[src/char_lcd_nibble_bus_controller_unit_macros.svh]
// assertion macros shared by the lcd nibble bus controller rtl
`ifndef CHAR_LCD_NIBBLE_BUS_CONTROLLER_UNIT_MACROS_SVH
`define CHAR_LCD_NIBBLE_BUS_CONTROLLER_UNIT_MACROS_SVH

// same-cycle check, held off while reset is low
`define LCDNB_CHECK(lbl, cond, expr, msg) \
    lbl: assert property (@(posedge i_clk) disable iff (!i_rst_n) (cond) |-> (expr)) \
        else $error(msg);

// next-cycle check, held off while reset is low
`define LCDNB_CHECK_NEXT(lbl, cond, expr, msg) \
    lbl: assert property (@(posedge i_clk) disable iff (!i_rst_n) (cond) |=> (expr)) \
        else $error(msg);

`endif

[src/lcdnb_pkg.sv]
// types, register indexes and constants of the lcd nibble bus controller
package lcdnb_pkg;

    localparam int CFG_DATA_W = 20;
    localparam int CFG_IDX_W  = 3;

    localparam logic [CFG_IDX_W-1:0] CFG_POWER_ON_WAIT = 3'd0;
    localparam logic [CFG_IDX_W-1:0] CFG_INIT_GAP      = 3'd1;
    localparam logic [CFG_IDX_W-1:0] CFG_ENABLE_PULSE  = 3'd2;
    localparam logic [CFG_IDX_W-1:0] CFG_NIBBLE_GAP    = 3'd3;
    localparam logic [CFG_IDX_W-1:0] CFG_BUSY_TIMEOUT  = 3'd4;

    localparam logic [19:0] RST_POWER_ON_WAIT = 20'd50000;
    localparam logic [19:0] RST_INIT_GAP      = 20'd5000;
    localparam logic [7:0]  RST_ENABLE_PULSE  = 8'd4;
    localparam logic [7:0]  RST_NIBBLE_GAP    = 8'd2;
    localparam logic [15:0] RST_BUSY_TIMEOUT  = 16'd0;

    localparam logic [7:0]  BUSY_MASK      = 8'h80;
    localparam logic [3:0]  NIB_INIT       = 4'h3;
    localparam logic [3:0]  NIB_INIT_LAST  = 4'h2;
    localparam logic [2:0]  RAW_LAST_STEP  = 3'd3;
    localparam logic [2:0]  CMD_FIRST_STEP = 3'd4;
    localparam logic [2:0]  CMD_LAST_STEP  = 3'd7;
    localparam logic [15:0] WAIT_MAX       = 16'hFFFF;

    // command bytes sent after the raw nibbles
    localparam logic [7:0] INIT_CMDS [4] = '{8'h28, 8'h0C, 8'h04, 8'h01};

    typedef enum logic [1:0] {
        OP_TICK  = 2'd0,
        OP_WRITE = 2'd1,
        OP_READ  = 2'd2,
        OP_INIT  = 2'd3
    } t_op;

    typedef enum logic [3:0] {
        PH_IDLE      = 4'd0,
        PH_PWR       = 4'd1,
        PH_RAW_PULSE = 4'd2,
        PH_RAW_GAP   = 4'd3,
        PH_POLL_HI   = 4'd4,
        PH_POLL_GAP1 = 4'd5,
        PH_POLL_LO   = 4'd6,
        PH_POLL_GAP2 = 4'd7,
        PH_WR_HI     = 4'd8,
        PH_WR_GAP    = 4'd9,
        PH_WR_LO     = 4'd10,
        PH_RD_HI     = 4'd11,
        PH_RD_GAP    = 4'd12,
        PH_RD_LO     = 4'd13,
        PH_END       = 4'd14
    } t_phase;

    typedef struct packed {
        t_op        op;
        logic [7:0] byte_value;
        logic       reg_select;
        logic [3:0] pins_in;
    } t_in_item;

    typedef struct packed {
        logic       enable_out;
        logic       rs_out;
        logic       rw_out;
        logic [3:0] data_out;
        logic       drive_on;
        logic [7:0] read_data;
        logic       done_res;
        logic       timed_out;
        logic       rejected;
        logic       idle;
    } t_out_item;

    typedef struct packed {
        logic [19:0] power_on_wait_ticks;
        logic [19:0] init_gap_ticks;
        logic [7:0]  enable_pulse_ticks;
        logic [7:0]  nibble_gap_ticks;
        logic [15:0] busy_timeout_ticks;
    } t_cfg;

    typedef struct packed {
        t_phase      phase;
        logic [2:0]  init_step;
        logic [19:0] delay_count;
        logic [15:0] wait_elapsed;
        logic [7:0]  byte_latch;
        logic        select_latch;
        logic [7:0]  read_assembly;
        t_op         request_kind;
    } t_seq_state;

    typedef struct packed {
        t_seq_state st;
        logic       done;
        logic       tout;
    } t_step;

    typedef struct packed {
        logic       en;
        logic       rs;
        logic       rw;
        logic [3:0] d;
        logic       drv;
    } t_lines;

endpackage

[src/lcdnb_cfg_regs.sv]
// configuration register file with its reset values
module lcdnb_cfg_regs
    import lcdnb_pkg::*;
(
    input  logic                  i_clk,
    input  logic                  i_rst_n,
    input  logic                  i_cfg_we,
    input  logic [CFG_IDX_W-1:0]  i_cfg_index,
    input  logic [CFG_DATA_W-1:0] i_cfg_data,
    output t_cfg                  o_cfg
);

    t_cfg r_cfg;
    t_cfg n_cfg;

    always_comb begin
        n_cfg = r_cfg;
        if (i_cfg_we) begin
            case (i_cfg_index)
                CFG_POWER_ON_WAIT: n_cfg.power_on_wait_ticks = i_cfg_data[19:0];
                CFG_INIT_GAP:      n_cfg.init_gap_ticks      = i_cfg_data[19:0];
                CFG_ENABLE_PULSE:  n_cfg.enable_pulse_ticks  = i_cfg_data[7:0];
                CFG_NIBBLE_GAP:    n_cfg.nibble_gap_ticks    = i_cfg_data[7:0];
                CFG_BUSY_TIMEOUT:  n_cfg.busy_timeout_ticks  = i_cfg_data[15:0];
                default:           n_cfg = r_cfg;
            endcase
        end
    end

    always_ff @(posedge i_clk) begin
        if (!i_rst_n) begin
            r_cfg.power_on_wait_ticks <= RST_POWER_ON_WAIT;
            r_cfg.init_gap_ticks      <= RST_INIT_GAP;
            r_cfg.enable_pulse_ticks  <= RST_ENABLE_PULSE;
            r_cfg.nibble_gap_ticks    <= RST_NIBBLE_GAP;
            r_cfg.busy_timeout_ticks  <= RST_BUSY_TIMEOUT;
        end else begin
            r_cfg <= n_cfg;
        end
    end

    assign o_cfg = r_cfg;

endmodule

[src/lcdnb_seq.sv]
// pin sequencer: phase state, timing counters and line levels
module lcdnb_seq
    import lcdnb_pkg::*;
(
    input  logic      i_clk,
    input  logic      i_rst_n,
    input  logic      i_fire,
    input  t_in_item  i_item,
    input  t_cfg      i_cfg,
    output t_out_item o_result
);

    t_seq_state r_st;
    t_seq_state n_st;
    t_seq_state req;
    t_seq_state tk;
    t_seq_state mid;
    t_step      first;
    t_step      second;
    t_lines     lv;
    logic       done;
    logic       tout;
    logic       rej;

    function automatic logic [19:0] phase_len(t_phase ph, t_cfg cfg);
        logic [7:0]  e;
        logic [19:0] len;
        e = (cfg.enable_pulse_ticks == 8'd0) ? 8'd1 : cfg.enable_pulse_ticks;
        case (ph)
            PH_PWR:     len = cfg.power_on_wait_ticks;
            PH_RAW_GAP: len = cfg.init_gap_ticks;
            PH_RAW_PULSE, PH_POLL_HI, PH_POLL_LO, PH_WR_HI, PH_WR_LO,
            PH_RD_HI, PH_RD_LO:
                        len = {12'd0, e};
            PH_POLL_GAP1, PH_POLL_GAP2, PH_WR_GAP, PH_RD_GAP:
                        len = {12'd0, cfg.nibble_gap_ticks};
            default:    len = 20'd1;
        endcase
        return len;
    endfunction

    // leaves the current phase; every move restarts the delay counter
    function automatic t_step exit_phase(t_seq_state s, t_cfg cfg, logic [3:0] pins);
        t_step      r;
        logic [2:0] nstep;
        logic       expired;
        r       = '0;
        r.st    = s;
        r.st.delay_count = '0;
        nstep   = s.init_step + 3'd1;
        expired = (cfg.busy_timeout_ticks != 16'd0)
                  && (s.wait_elapsed > cfg.busy_timeout_ticks);
        case (s.phase)
            PH_PWR:       r.st.phase = PH_RAW_PULSE;
            PH_RAW_PULSE: r.st.phase = PH_RAW_GAP;
            PH_RAW_GAP: begin
                r.st.init_step = nstep;
                if (nstep < CMD_FIRST_STEP) begin
                    r.st.phase = PH_RAW_PULSE;
                end else begin
                    r.st.byte_latch   = INIT_CMDS[nstep[1:0]];
                    r.st.select_latch = 1'b0;
                    r.st.wait_elapsed = '0;
                    r.st.phase        = PH_POLL_HI;
                end
            end
            PH_POLL_HI: begin
                r.st.read_assembly = {pins, 4'd0};
                r.st.phase         = PH_POLL_GAP1;
            end
            PH_POLL_GAP1: r.st.phase = PH_POLL_LO;
            PH_POLL_LO: begin
                r.st.read_assembly = {s.read_assembly[7:4], pins};
                r.st.phase         = PH_POLL_GAP2;
            end
            PH_POLL_GAP2: begin
                if (((s.read_assembly & BUSY_MASK) != 8'd0) && !expired) begin
                    r.st.phase = PH_POLL_HI;
                end else begin
                    r.tout     = ((s.read_assembly & BUSY_MASK) != 8'd0);
                    r.st.phase = (s.request_kind == OP_READ) ? PH_RD_HI : PH_WR_HI;
                end
            end
            PH_WR_HI:  r.st.phase = PH_WR_GAP;
            PH_WR_GAP: r.st.phase = PH_WR_LO;
            PH_WR_LO:  r.st.phase = PH_END;
            PH_RD_HI: begin
                r.st.read_assembly = {pins, 4'd0};
                r.st.phase         = PH_RD_GAP;
            end
            PH_RD_GAP: r.st.phase = PH_RD_LO;
            PH_RD_LO: begin
                r.st.read_assembly = {s.read_assembly[7:4], pins};
                r.st.phase         = PH_END;
            end
            PH_END: begin
                if (s.request_kind == OP_INIT && s.init_step >= CMD_FIRST_STEP
                        && s.init_step < CMD_LAST_STEP) begin
                    r.st.init_step    = nstep;
                    r.st.byte_latch   = INIT_CMDS[nstep[1:0]];
                    r.st.wait_elapsed = '0;
                    r.st.phase        = PH_POLL_HI;
                end else begin
                    r.done     = 1'b1;
                    r.st.phase = PH_IDLE;
                end
            end
            default: r.st.phase = PH_IDLE;
        endcase
        return r;
    endfunction

    function automatic t_lines levels(t_seq_state s);
        t_lines l;
        l = '0;
        if (s.phase >= PH_POLL_HI && s.phase <= PH_POLL_GAP2) begin
            l.rw = 1'b1;
            l.en = (s.phase == PH_POLL_HI) || (s.phase == PH_POLL_LO);
        end else if (s.phase >= PH_RD_HI && s.phase <= PH_RD_LO) begin
            l.rs = s.select_latch;
            l.rw = 1'b1;
            l.en = (s.phase != PH_RD_GAP);
        end else if (s.phase >= PH_WR_HI && s.phase <= PH_WR_LO) begin
            l.rs = s.select_latch;
            if (s.phase != PH_WR_GAP) begin
                l.en  = 1'b1;
                l.drv = 1'b1;
                l.d   = (s.phase == PH_WR_HI) ? s.byte_latch[7:4] : s.byte_latch[3:0];
            end
        end else if (s.phase == PH_RAW_PULSE) begin
            l.en  = 1'b1;
            l.drv = 1'b1;
            l.d   = (s.init_step == RAW_LAST_STEP) ? NIB_INIT_LAST : NIB_INIT;
        end else if (s.phase == PH_END) begin
            l.rs = s.select_latch;
        end
        return l;
    endfunction

    always_comb begin
        n_st   = r_st;
        req    = r_st;
        tk     = r_st;
        mid    = r_st;
        first  = '0;
        second = '0;
        done   = 1'b0;
        tout   = 1'b0;
        rej    = 1'b0;
        lv     = levels(r_st);
        if (i_item.op != OP_TICK) begin
            if (r_st.phase != PH_IDLE) begin
                rej = 1'b1;
            end else begin
                req.request_kind = i_item.op;
                req.select_latch = i_item.reg_select;
                req.delay_count  = '0;
                if (i_item.op == OP_INIT) begin
                    req.init_step    = '0;
                    req.select_latch = 1'b0;
                    req.phase        = PH_PWR;
                end else begin
                    req.byte_latch   = i_item.byte_value;
                    req.wait_elapsed = '0;
                    req.phase        = PH_POLL_HI;
                end
                // a zero power-on wait goes straight to the first nibble
                first = exit_phase(req, i_cfg, i_item.pins_in);
                if (phase_len(req.phase, i_cfg) == 20'd0) begin
                    n_st = first.st;
                end else begin
                    n_st = req;
                end
                lv = levels(n_st);
            end
        end else if (r_st.phase != PH_IDLE) begin
            if (r_st.phase >= PH_POLL_HI && r_st.phase <= PH_POLL_GAP2
                    && r_st.wait_elapsed != WAIT_MAX) begin
                tk.wait_elapsed = r_st.wait_elapsed + 16'd1;
            end
            tk.delay_count = r_st.delay_count + 20'd1;
            first = exit_phase(tk, i_cfg, i_item.pins_in);
            if (tk.delay_count >= phase_len(tk.phase, i_cfg)) begin
                mid  = first.st;
                done = first.done;
                tout = first.tout;
            end else begin
                mid = tk;
            end
            // at most one empty gap can follow an exit
            second = exit_phase(mid, i_cfg, i_item.pins_in);
            if (mid.phase != PH_IDLE && phase_len(mid.phase, i_cfg) == 20'd0) begin
                n_st = second.st;
                done = done | second.done;
                tout = tout | second.tout;
            end else begin
                n_st = mid;
            end
        end
    end

    always_ff @(posedge i_clk) begin
        if (!i_rst_n) begin
            r_st.phase         <= PH_IDLE;
            r_st.init_step     <= '0;
            r_st.delay_count   <= '0;
            r_st.wait_elapsed  <= '0;
            r_st.byte_latch    <= '0;
            r_st.select_latch  <= 1'b0;
            r_st.read_assembly <= '0;
            r_st.request_kind  <= OP_TICK;
        end else if (i_fire) begin
            r_st <= n_st;
        end
    end

    always_comb begin
        o_result.enable_out = lv.en;
        o_result.rs_out     = lv.rs;
        o_result.rw_out     = lv.rw;
        o_result.data_out   = lv.d;
        o_result.drive_on   = lv.drv;
        o_result.read_data  = (done && r_st.request_kind == OP_READ)
                              ? n_st.read_assembly : 8'd0;
        o_result.done_res   = done;
        o_result.timed_out  = tout;
        o_result.rejected   = rej;
        o_result.idle       = (n_st.phase == PH_IDLE);
    end

endmodule

[src/char_lcd_nibble_bus_controller_unit.sv]
// top level of the character lcd 4-bit bus controller
// throughput: one item per cycle while the output side takes results, one sequencer step per item
// the sequencer state advances when an item moves from the input register
// into the result register; the result register stalls only on the output side
// reset (synchronous, active low) empties both registers, idles the sequencer
// and loads the configuration registers with their default timings
`include "char_lcd_nibble_bus_controller_unit_macros.svh"

module char_lcd_nibble_bus_controller_unit
    import lcdnb_pkg::*;
(
    input  logic                  i_clk,
    input  logic                  i_rst_n,
    // request and tick items
    input  logic                  i_in_valid,
    output logic                  o_in_ready,
    input  t_in_item              i_in_item,
    // line levels and status per item
    output logic                  o_out_valid,
    input  logic                  i_out_ready,
    output t_out_item             o_out_item,
    // configuration writes
    input  logic                  i_cfg_we,
    input  logic [CFG_IDX_W-1:0]  i_cfg_index,
    input  logic [CFG_DATA_W-1:0] i_cfg_data
);

    logic      r_in_valid;
    t_in_item  r_in_item;
    logic      r_out_valid;
    t_out_item r_out_item;
    logic      advance;
    t_cfg      cfg;
    t_out_item result;

    // the held item moves on when the result register is free or being drained
    assign advance    = r_in_valid && (!r_out_valid || i_out_ready);
    // the input register refills in the same cycle it empties
    assign o_in_ready = !r_in_valid || advance;

    lcdnb_cfg_regs u_cfg (
        .i_clk       (i_clk),
        .i_rst_n     (i_rst_n),
        .i_cfg_we    (i_cfg_we),
        .i_cfg_index (i_cfg_index),
        .i_cfg_data  (i_cfg_data),
        .o_cfg       (cfg)
    );

    // one sequencer step per item, state updated on advance
    lcdnb_seq u_seq (
        .i_clk    (i_clk),
        .i_rst_n  (i_rst_n),
        .i_fire   (advance),
        .i_item   (r_in_item),
        .i_cfg    (cfg),
        .o_result (result)
    );

    // input register
    always_ff @(posedge i_clk) begin
        if (!i_rst_n) begin
            r_in_valid <= 1'b0;
        end else if (o_in_ready) begin
            r_in_valid <= i_in_valid;
        end
    end

    always_ff @(posedge i_clk) begin
        if (o_in_ready && i_in_valid) begin
            r_in_item <= i_in_item;
        end
    end

    // result register
    always_ff @(posedge i_clk) begin
        if (!i_rst_n) begin
            r_out_valid <= 1'b0;
        end else if (advance) begin
            r_out_valid <= 1'b1;
        end else if (i_out_ready) begin
            r_out_valid <= 1'b0;
        end
    end

    always_ff @(posedge i_clk) begin
        if (advance) begin
            r_out_item <= result;
        end
    end

    assign o_out_valid = r_out_valid;
    assign o_out_item  = r_out_item;

    `LCDNB_CHECK_NEXT(a_step_lands, advance, r_out_valid, "stepped item did not reach the result register")
    `LCDNB_CHECK(a_done_idles, r_out_valid && r_out_item.done_res, r_out_item.idle, "finished request left the sequencer busy")
    `LCDNB_CHECK(a_timeout_busy, r_out_valid && r_out_item.timed_out, !r_out_item.idle && !r_out_item.done_res, "timeout reported outside a transfer")
    `LCDNB_CHECK(a_reject_quiet, r_out_valid && r_out_item.rejected, !r_out_item.done_res && !r_out_item.idle, "rejected request reported progress")
    `LCDNB_CHECK(a_drive_write, r_out_valid && r_out_item.drive_on, r_out_item.enable_out && !r_out_item.rw_out, "bus driven outside a write pulse")

endmodule

[config.mk]
export PLATFORM = sky130hd
export DESIGN_NAME = char_lcd_nibble_bus_controller_unit
export DESIGN_NICKNAME = d
export VERILOG_FILES = /design/src/lcdnb_pkg.sv /design/src/lcdnb_cfg_regs.sv /design/src/lcdnb_seq.sv /design/src/char_lcd_nibble_bus_controller_unit.sv
export VERILOG_INCLUDE_DIRS = /design/src /design/src/src
export SDC_FILE = /design/constraint.sdc
export NUM_CORES = 1
export LEC_CHECK = 0
export BUFFER_PORTS_ARGS = -buffer_cell sky130_fd_sc_hd__buf_4
export CAP_MARGIN = 20
export CORE_MARGIN = 3
export CORE_UTILIZATION = 59
export DETAILED_ROUTE_END_ITERATION = 6
export PLACE_DENSITY_LB_ADDON = 0.25
export RECOVER_POWER = 50
export SLEW_MARGIN = 20
export SYNTH_ARGS = -nofsm -noshare
export SYNTH_HDL_FRONTEND = slang
export SYNTH_SLANG_ARGS = --single-unit
[constraint.sdc]
create_clock -name i_clk -period 10.3 [get_ports i_clk]
set_input_delay 0.515 -clock i_clk [delete_from_list [all_inputs] [get_ports i_clk]]
set_output_delay 0.515 -clock i_clk [all_outputs]
set_load 0.01 [all_outputs]
==> results of run 1 <==
==> state kept, by name, indices dropped and copies added, names as in the netlist <==
name	flops
u_cfg.o_cfg	72
u_seq.r_st	62
o_out_item	20
r_in_item	15
o_out_valid	1
r_in_valid	1
==> power breakdown <==
part           switching, W  total (W)  internal, W
clock network      0.000281   0.000645     0.000364
logic              0.000110   0.000169    0.0000587
registers         0.0000161   0.000717     0.000701
==> cell type report <==
cell class	count	share of cell area
sequential	171	0.3437
multi-input combinational	935	0.5257
tap	216	0.02462
timing repair buffer	72	0.04034
clock inverter	10	0.009345
inverter	36	0.01231
clock buffer	21	0.04399
==> cells in the final DEF, fill, tap and decap left out, types with 4 or more instances in the layout <==
cell type / n
o21a_1: 4
clkbuf_4: 15
nor2_1: 79
dfxtp_1: 136
o31ai_1: 5
a41oi_1: 4
mux2i_1: 19
and3_1: 26
nand4_1: 16
inv_6: 4
xnor2_1: 19
clkbuf_1: 28
o21ai_0: 51
buf_4: 31
clkbuf_16: 19
nand3b_1: 11
a32o_1: 5
a211oi_1: 6
a21oi_2: 8
ha_1: 67
a21oi_1: 126
nand2b_1: 15
nor2b_1: 18
nor3_1: 16
nor4_1: 21
edfxtp_1: 35
a21o_1: 10
or4_1: 5
or2_2: 8
a31oi_1: 19
xor2_1: 21
or3_1: 7
nand3_1: 48
a22oi_1: 29
a21boi_0: 8
nand2_1: 204
inv_1: 34
o211ai_1: 4
a222oi_1: 7
or2b_1: 7
==> worst max-delay path: cells and delay by family, from the launching register on <==
family / cells / cell delay (ns)
AO/OA/AOI/OAI: 9 / 2.73
AND/OR/NAND/NOR: 15 / 3.30
adder cells (fa/ha/maj): 3 / 0.90
flip-flops: 1 / 0.43
XOR/XNOR: 1 / 0.18
==> logic make-up (layout without fill, tap and decap cells) <==
group	Yosys count	count (layout)
and+or+nand+nor	496	496
AOI/OAI and AO/OA	311	311
DFF	171	171
buffers and inverters	97	139
adders and majority gates	67	67
xor gates and xnor gates	40	40
muxes	21	21
==> stage by stage <==
stage	hold slack (ns)	instances	cell area, sq um	setup WS, ns
3_5_place_dp	0.4624	1430	10490	2.710
6_report	0.2647	1461	10980	2.528
2_1_floorplan	0.4332	1203	9946	3.621
5_1_grt	0.2595	1461	10980	1.981
4_1_cts	0.2414	1461	11080	2.677
3_3_place_gp	0.4562	1430	10490	2.920
==> worst max path at each step <==
stage	end	slack, ns
floorplan	o_out_item[0]$_DFFE_PP_	3.62
global placement	o_out_item[0]$_DFFE_PP_	2.92
detailed placement	o_out_item[0]$_DFFE_PP_	2.71
CTS	o_out_item[0]$_DFFE_PP_	2.68
global route	o_out_item[0]$_DFFE_PP_	1.98
finish	o_out_item[0]$_DFFE_PP_	2.53
==> per-layer routing <==
metal | global-route usage | wire length, microns | vias up | share of wire
li1 | - | - | 4401 | -
met1 | 0.4002 | 11370 | 4294 | 0.43
met2 | 0.4721 | 12360 | 409 | 0.46
met3 | 0.04996 | 2307 | 66 | 0.087
met4 | 0.1025 | 635 | 0 | 0.024
met5 | 0 | 0 | - | 0
==> impl_metrics.toml, run 1 <==
[synthesis]
synth_enable_flop_cells = 35
synth_compound_area_frac = 0.1994
synth_common_cells = "nand2_1, dfxtp_1, a21oi_1"
syn_area_per_cell_sq_um = 8.267
synth_flop_cell = "dfxtp_1"
syn-num-nets = 1313
ys_top_cells_by_area = "dfxtp_1, edfxtp_1, ha_1"
synthMuxAreaShare = 0.02176
synth-seq-area-share = 0.3794
yosysTopAreaCell = "dfxtp_1"
synth_xor_area_frac = 0.03522
synthCells = 1203
synth.ff_latch_count = 171
synth_cell_types = 71
syn_area_sq_mm = 0.009946
yosysTopAreaCellShare = 0.2737
synth_adder_area_share = 0.08429
async_flop_share = 0
yosysMostFrequentCell = "nand2_1"
synth-simple-area-share = 0.2388
synth_top_family_by_area = "simple AND/OR/NAND/NOR gates"
ys_warn_count = 0

[critical_path]
reg2reg_depth = 28
crit_fanout = 23
worst-setup-path-type = "flop to flop"
r2r_end = "o_out_item[0]$_DFFE_PP_"
slowest_delay_ns = 0.80
arrival_ns = 7.97
crit_top_cell = "and3_1"
start_kind = "flop"
cp_slowest_cell = "a21oi_2"
reg2reg_from = "u_seq.r_st[35]$_SDFFE_PN0P_"
cp-startpoint = "u_seq.r_st[35]$_SDFFE_PN0P_"
critPathRequiredTime_ns = 10.50
r2r_setup_slack_ns = 2.53
critPathCaptureType = "flop"

[clock_tree]
cts_buffers = 17
htree_levels = 4
clock_sinks = 171
cts_hold_buf = 0
ctsRootBufferMaster = "clkbuf_16"
post_cts_buffers = 0
clk_latency_ns = 0.45
cts_tree = "done"
cts_resized = 0
clk_pin_slew_ns = 0.07
clockBufferDepth = 2

[timing]
min_period_ns = 7.772
rsz0062_at_grt = "false"
fmax_mhz = 128.7
post-route-period-util = 0.7546
skew_ns = 0.01220
max-slew-margin-rel = -0.9162
finalSetupTns_ns = 0
tightest_slew_ns = 2.874
finalHoldViolCount = 0
setup_viol = 0
slew_violations = 92

[layout]
nFillCells = 1358
nNetsFinal = 1343
multiInputGateArea_sq_mm = 0.005772
regArea_sq_mm = 0.003774
n_antenna_cell = 0
drive_above_1_share = 0.08273
syn_to_final_growth_pct = 10.39
final_util = 0.6789

[job]
cap_violations = 2

[drt]
wl_per_cell_microns = 18.25
ant_nets = 0
drt-total-wl_microns = 26670
drt_iter0_drc = 1104
via_per_inst = 6.277
vias = 9170
drt_first_pass_iters = 7
drc_errors = 0

[run_status]
violations = "capacitance limit, slew limit"
status = "complete, but fails checks"

[hold_path]
hold_class = "primary input to flop"
worstHoldStart = "i_in_item[4]"
whs_endpoint = "r_in_item[4]$_DFFE_PP_"
min_path_cells = 1

[global_route]
antenna_found_initial = 0
grt_max_degree = 65
grt_pass1_wl_microns = 43010
grt_pass1_vias = 8469
grt_overflow_total = 0
grt.total_usage = 0.2930

[placed_design]
gp_congestion = 0.9714
hpwl_microns = 19050
port_buffers = 64

[floorplan]
initial_core_util = 0.6150
die_area_sq_mm = 0.01845
die_y_microns = 135.8
ios = 65
die_w_microns = 135.8
core-area_sq_mm = 0.01617
rows = 46

[power_and_ir_drop]
power.density_mw_per_mm2 = 139.5
power_w = 0.001531
leakagePower_nw = 4.236
vdd_drop_max_mv = 0.1377
Note: power is estimated with default switching activity, not from simulation.
==> inputs of run 2 (changes only) <==
--- a/config.mk
+++ b/config.mk
@@ -6,10 +6,11 @@
 export SDC_FILE = /design/constraint.sdc
 export NUM_CORES = 1
 export LEC_CHECK = 0
+export ABC_AREA = 1
 export BUFFER_PORTS_ARGS = -buffer_cell sky130_fd_sc_hd__buf_4
 export CAP_MARGIN = 20
 export CORE_MARGIN = 3
-export CORE_UTILIZATION = 59
+export CORE_UTILIZATION = 56
 export DETAILED_ROUTE_END_ITERATION = 6
 export PLACE_DENSITY_LB_ADDON = 0.25
 export RECOVER_POWER = 50
==> constraint.sdc (replaced) <==
create_clock -name i_clk -period 7.1 [get_ports i_clk]
set_input_delay 0.355 -clock i_clk [delete_from_list [all_inputs] [get_ports i_clk]]
set_output_delay 0.355 -clock i_clk [all_outputs]
set_load 0.01 [all_outputs]
==> run 2 against run 1 <==
Compared with the run above: the flow still finishes with violations (capacitance limit, slew limit); design area rose by 5.0%; utilization fell by 4.4 points; worst hold slack got worse by 0.15 ns; critical path depth rose by 4; count of clock-buffer cells in the layout fell by 1; clock skew fell by 0.0015 ns; synthesized cell count rose by 20%; fmax rose by 18%; register-to-register slack got worse by 2.0 ns; first-iteration DRC count fell by 29%; highest routed layer unchanged.
==> impl_metrics.toml, run 2 <==
[run_status]
status = "complete, but fails checks"
violations = "capacitance limit, slew limit"

[critical_path]
cp_top_family = "simple AND/OR/NAND/NOR gates"
crit_buf_inv = 4
crit_top_cell = "nand2_1"
cp_slowest_cell = "nand3_1"
start_kind = "flop"
critPathRequiredTime_ns = 7.30
arrival_ns = 6.81
slowest_delay_ns = 0.63
critPathCaptureType = "flop"
worst-setup-path-type = "flop to flop"
crit_fanout = 24

[clock_tree]
clock_sinks = 171
clockBufferDepth = 2
ctsRootBufferMaster = "clkbuf_16"
cts_hold_buf = 0
post_cts_buffers = 0
htree_levels = 4
cts_tree = "done"
cts_resized = 0
clk_pin_slew_ns = 0.07
clk_latency_ns = 0.44
cts_buffers = 17

[synthesis]
ys_top_cells_by_area = "dfxtp_1, nand2_1, edfxtp_1"
synth-seq-area-share = 0.3602
synth_xor_area_frac = 0.03009
syn-num-nets = 1559
synth_compound_area_frac = 0.1701
synth-simple-area-share = 0.2522
yosysTopAreaCellShare = 0.2599
synthMuxAreaShare = 0.004060
ys_warn_count = 0
syn_area_per_cell_sq_um = 7.231
synth_common_cells = "nand2_1, inv_1, a21oi_1"
synth_enable_flop_cells = 35
synth_top_family_by_area = "simple AND/OR/NAND/NOR gates"
synth_flop_cell = "dfxtp_1"
synth_adder_area_share = 0.08001
synth_cell_types = 55
syn_area_sq_mm = 0.01048
yosysMostFrequentCell = "nand2_1"
synth.ff_latch_count = 171
yosysTopAreaCell = "dfxtp_1"
async_flop_share = 0
synthCells = 1449

[timing]
rsz0062_at_grt = "false"
tightest_slew_ns = 3.512
fmax_mhz = 151.4
slew_violations = 94
finalHoldViolCount = 0
finalSetupTns_ns = 0
max-slew-margin-rel = -1.341
min_period_ns = 6.605
setup_viol = 0
post-route-period-util = 0.9303
skew_ns = 0.01068

[global_route]
grt_pass1_vias = 8994
antenna_found_initial = 0
grt.total_usage = 0.2777
grt_overflow_total = 0
grt_max_degree = 94
grt_pass1_wl_microns = 45310

[layout]
multiInputGateArea_sq_mm = 0.005618
nFillCells = 1653
mostFrequentLayoutCell = "nand2_1"
drive_above_1_share = 0.09761
syn_to_final_growth_pct = 10.01
final_util = 0.6351
n_antenna_cell = 0
layout_common_cells = "nand2_1, inv_1, a21oi_1"
regArea_sq_mm = 0.003774
largest_reg_flops = 72
nNetsFinal = 1603

[hold_path]
hold_class = "primary input to flop"

[drt]
vias = 9839
wl_per_cell_microns = 16.24
drt_first_pass_iters = 5
via_per_inst = 5.671
drt_iter0_drc = 788
drt-total-wl_microns = 28180
ant_nets = 0
drc_errors = 0

[power_and_ir_drop]
vdd_drop_max_mv = 0.1816
leakagePower_nw = 5.210
power_w = 0.002609
power.density_mw_per_mm2 = 226.4

[floorplan]
die_y_microns = 142.8
die_area_sq_mm = 0.02039
core-area_sq_mm = 0.01815
ios = 65
rows = 49
die_w_microns = 142.8
initial_core_util = 0.5774

[placed_design]
gp_congestion = 0.9540
hpwl_microns = 20670
port_buffers = 64

[job]
cap_violations = 1
-- run 2: cell count changes after synthesis, sizes merged, moves of 24 or more --
cell	previous run	this run
inv	34	221
nand2	204	301
nor2	80	149
o21ai	53	109
a22oi	29	0
and3	26	0
nand3	48	72
-- run 2: power by group --
part | switching, W | total [W] | internal, W
Combinational | 0.000451 | 0.000648 | 0.000196
Sequential | 0.0000268 | 0.00106 | 0.00103
Clock | 0.000416 | 0.000903 | 0.000486
Total | 0.000895 | 0.00261 | 0.00171
-- run 2: area by class of cell --
class,instances,share of cell area
Tap cell,229,0.02486
Clock inverter,12,0.009878
Clock buffer,20,0.03789
Multi-Input combinational cell,1007,0.4874
Sequential cell,171,0.3274
Timing Repair Buffer,71,0.03875
Inverter,225,0.07382
-- run 2: cells by family after synthesis --
| group | after synthesis |
|---|---|
| compound gates | 317 |
| xor+xnor | 36 |
| fa+ha+maj | 67 |
| buf+inv | 271 |
| flops | 171 |
| mux | 4 |
| simple gates | 583 |
-- run 2: worst paths after layout --
path,start,endpoint,slack [ns],depth (start not counted)
worst max-delay path,u_seq.r_st[61]$_SDFFE_PN0P_,o_out_item[0]$_DFFE_PP_,0.50,32
worst min-delay path,i_in_item[14],r_in_item[14]$_DFFE_PP_,0.11,1
worst max register to register,u_seq.r_st[61]$_SDFFE_PN0P_,o_out_item[0]$_DFFE_PP_,0.50,32
worst min register to register,u_cfg.o_cfg[32]$_SDFFE_PN0P_,u_cfg.o_cfg[32]$_SDFFE_PN0P_,0.47,2
-- run 2: routing by layer --
layer	vias to the layer above	routed length (microns)	GRT usage
li1	4876	-	-
met3	59	2358	0.05760
met4	0	625	0.07854
met5	-	0	0
met2	365	12580	0.4332
met1	4539	12610	0.3917
-- run 2: metrics by stage --
stage	setup slack [ns]	instances	hold WS [ns]	area, sq um
floorplan	1.915	1449	0.4389	10480
global placement	0.8383	1703	0.4541	11060
detailed placement	0.7343	1703	0.4609	11060
CTS	0.7173	1735	0.08055	11610
global route	0.005802	1735	0.09783	11530
finish	0.4952	1735	0.1136	11530
==> inputs of run 3 (changes only) <==
--- a/config.mk
+++ b/config.mk
@@ -9,7 +9,6 @@
 export ABC_AREA = 1
 export BUFFER_PORTS_ARGS = -buffer_cell sky130_fd_sc_hd__buf_4
 export CAP_MARGIN = 20
-export CORE_MARGIN = 3
 export CORE_UTILIZATION = 56
 export DETAILED_ROUTE_END_ITERATION = 6
 export PLACE_DENSITY_LB_ADDON = 0.25
==> run 3 against run 2 <==
Compared with the run above: the flow finishes with violations (DRC); critical path type unchanged; worst hold slack got worse by 0.0075 ns; design area barely moved; utilization barely moved; highest routed layer unchanged; largest power group unchanged.
==> impl_metrics.toml, run 3 (synthesis gave the netlist of run 2 again) <==
[run_status]
status = "complete, but fails checks"
violations = "DRC"

[floorplan]
rows = 49
ios = 65
die_area_sq_mm = 0.01926
initial_core_util = 0.5774
die_y_microns = 138.8
die_w_microns = 138.8
core-area_sq_mm = 0.01815

[global_route]
grt_pass1_vias = 9214
grt_overflow_total = 0
grt_pass1_wl_microns = 46120
antenna_found_initial = 0
grt.total_usage = 0.3020
grt_max_degree = 94

[timing]
setup_viol = 0
rsz0062_at_grt = "false"
hold_ws_ns = 0.1062
tightest_slew_ns = 1.000
slew_violations = 0
post-route-period-util = 0.9006
max-slew-margin-rel = 0.3307
skew_ns = 0.01344
min_period_ns = 6.395
finalSetupTns_ns = 0
fmax_mhz = 156.4
worst_slack_ns = 0.7054
finalHoldViolCount = 0

[critical_path]
crit_fanout = 24
slowest_delay_ns = 0.60
worst-setup-path-type = "flop to flop"
start_kind = "flop"
critPathRequiredTime_ns = 7.31
arrival_ns = 6.60
critPathCaptureType = "flop"
crit_top_cell = "nand2_1"
cp_slowest_cell = "dfxtp_1"

[layout]
mostFrequentLayoutCell = "nand2_1"
drive_above_1_share = 0.09695
layout_common_cells = "nand2_1, inv_1, a21oi_1"
nNetsFinal = 1603
syn_to_final_growth_pct = 9.995
multiInputGateArea_sq_mm = 0.005623
regArea_sq_mm = 0.003774
n_antenna_cell = 0
final_util = 0.6351
nFillCells = 1691
largest_reg_flops = 72

[clock_tree]
ctsRootBufferMaster = "clkbuf_16"
cts_hold_buf = 0
cts_tree = "done"
clk_latency_ns = 0.44
clockBufferDepth = 2
clock_sinks = 171
clk_pin_slew_ns = 0.07
htree_levels = 4
cts_buffers = 17

[placed_design]
port_buffers = 64
pre_cts_ws_ns = 0.7448
gp_congestion = 0.9498
hpwl_microns = 20590

[drt]
vias = 9740
wl_per_cell_microns = 16.17
drt_iter0_drc = 793
drt-total-wl_microns = 28050
ant_nets = 0
drc_errors = 12
drt_first_pass_iters = 7
via_per_inst = 5.614

[power_and_ir_drop]
power.density_mw_per_mm2 = 226.0
power_w = 0.002605
leakagePower_nw = 5.206
vdd_drop_max_mv = 0.1936

[hold_path]
hold_class = "primary input to flop"

[job]
cap_violations = 0
-- run 3: changes by cell type in the layout (fill, tap and decap cells not counted) --
cell	before	now
clkinvlp_4	4	3
clkinv_1	3	4
nand3_2	12	13
clkbuf_4	15	16
buf_4	33	30
clkinv_4	1	2
clkbuf_1	26	27
nand3_1	60	59
-- run 3: metrics by stage --
step,instance area [sq um],std cells
floorplan,10480,1449
global placement,11060,1703
detailed placement,11060,1703
CTS,11620,1735
global route,11520,1735
finish,11520,1735
-- run 3: repair_timing --
action	CTS	global route
endpoints found under the hold margin	0	0
setup buffers	0	0
setup endpoints to repair	0	1
gates resized for setup	0	1
-- run 3: worst paths after layout --
path	depth (start not counted)	slack (ns)	start	to
worst min-delay path	1	0.11	i_in_item[0]	r_in_item[0]$_DFFE_PP_
worst max register to register	32	0.71	u_seq.r_st[61]$_SDFFE_PN0P_	o_out_item[0]$_DFFE_PP_
worst min register to register	2	0.47	u_seq.r_st[34]$_SDFFE_PN0P_	u_seq.r_st[34]$_SDFFE_PN0P_
worst max-delay path	32	0.71	u_seq.r_st[61]$_SDFFE_PN0P_	o_out_item[0]$_DFFE_PP_
-- run 3: power by group --
group | leakage (nW) | switching (W) | total [W] | internal, W
Combinational | 3.50 | 0.000452 | 0.000646 | 0.000194
Clock | 0.262 | 0.000413 | 0.000899 | 0.000485
Sequential | 1.45 | 0.0000277 | 0.00106 | 0.00103
-- run 3: final cells by class --
| type | instances | area share |
|---|---|---|
| Clock buffer | 19 | 0.03756 |
| Clock inverter | 13 | 0.01031 |
| Inverter | 225 | 0.07382 |
| Multi-Input combinational cell | 1007 | 0.4879 |
| Sequential cell | 171 | 0.3274 |
| Tap cell | 229 | 0.02486 |
| Timing Repair Buffer | 71 | 0.03811 |
-- run 3: per-layer routing --
layer  wire, microns  track usage
met2           12630       0.4886
met5               0            0
met1           12700       0.4045
met4             541      0.09006
met3            2184      0.06492
-- run 3: worst max-delay path: cells and delay by family, from the launching register on --
family | cells | cell delay (ns)
and+or+nand+nor | 17 | 2.74
adders and majority gates | 2 | 0.50
buffers and inverters | 4 | 0.60
DFF | 1 | 0.60
AOI/OAI and AO/OA | 9 | 1.70
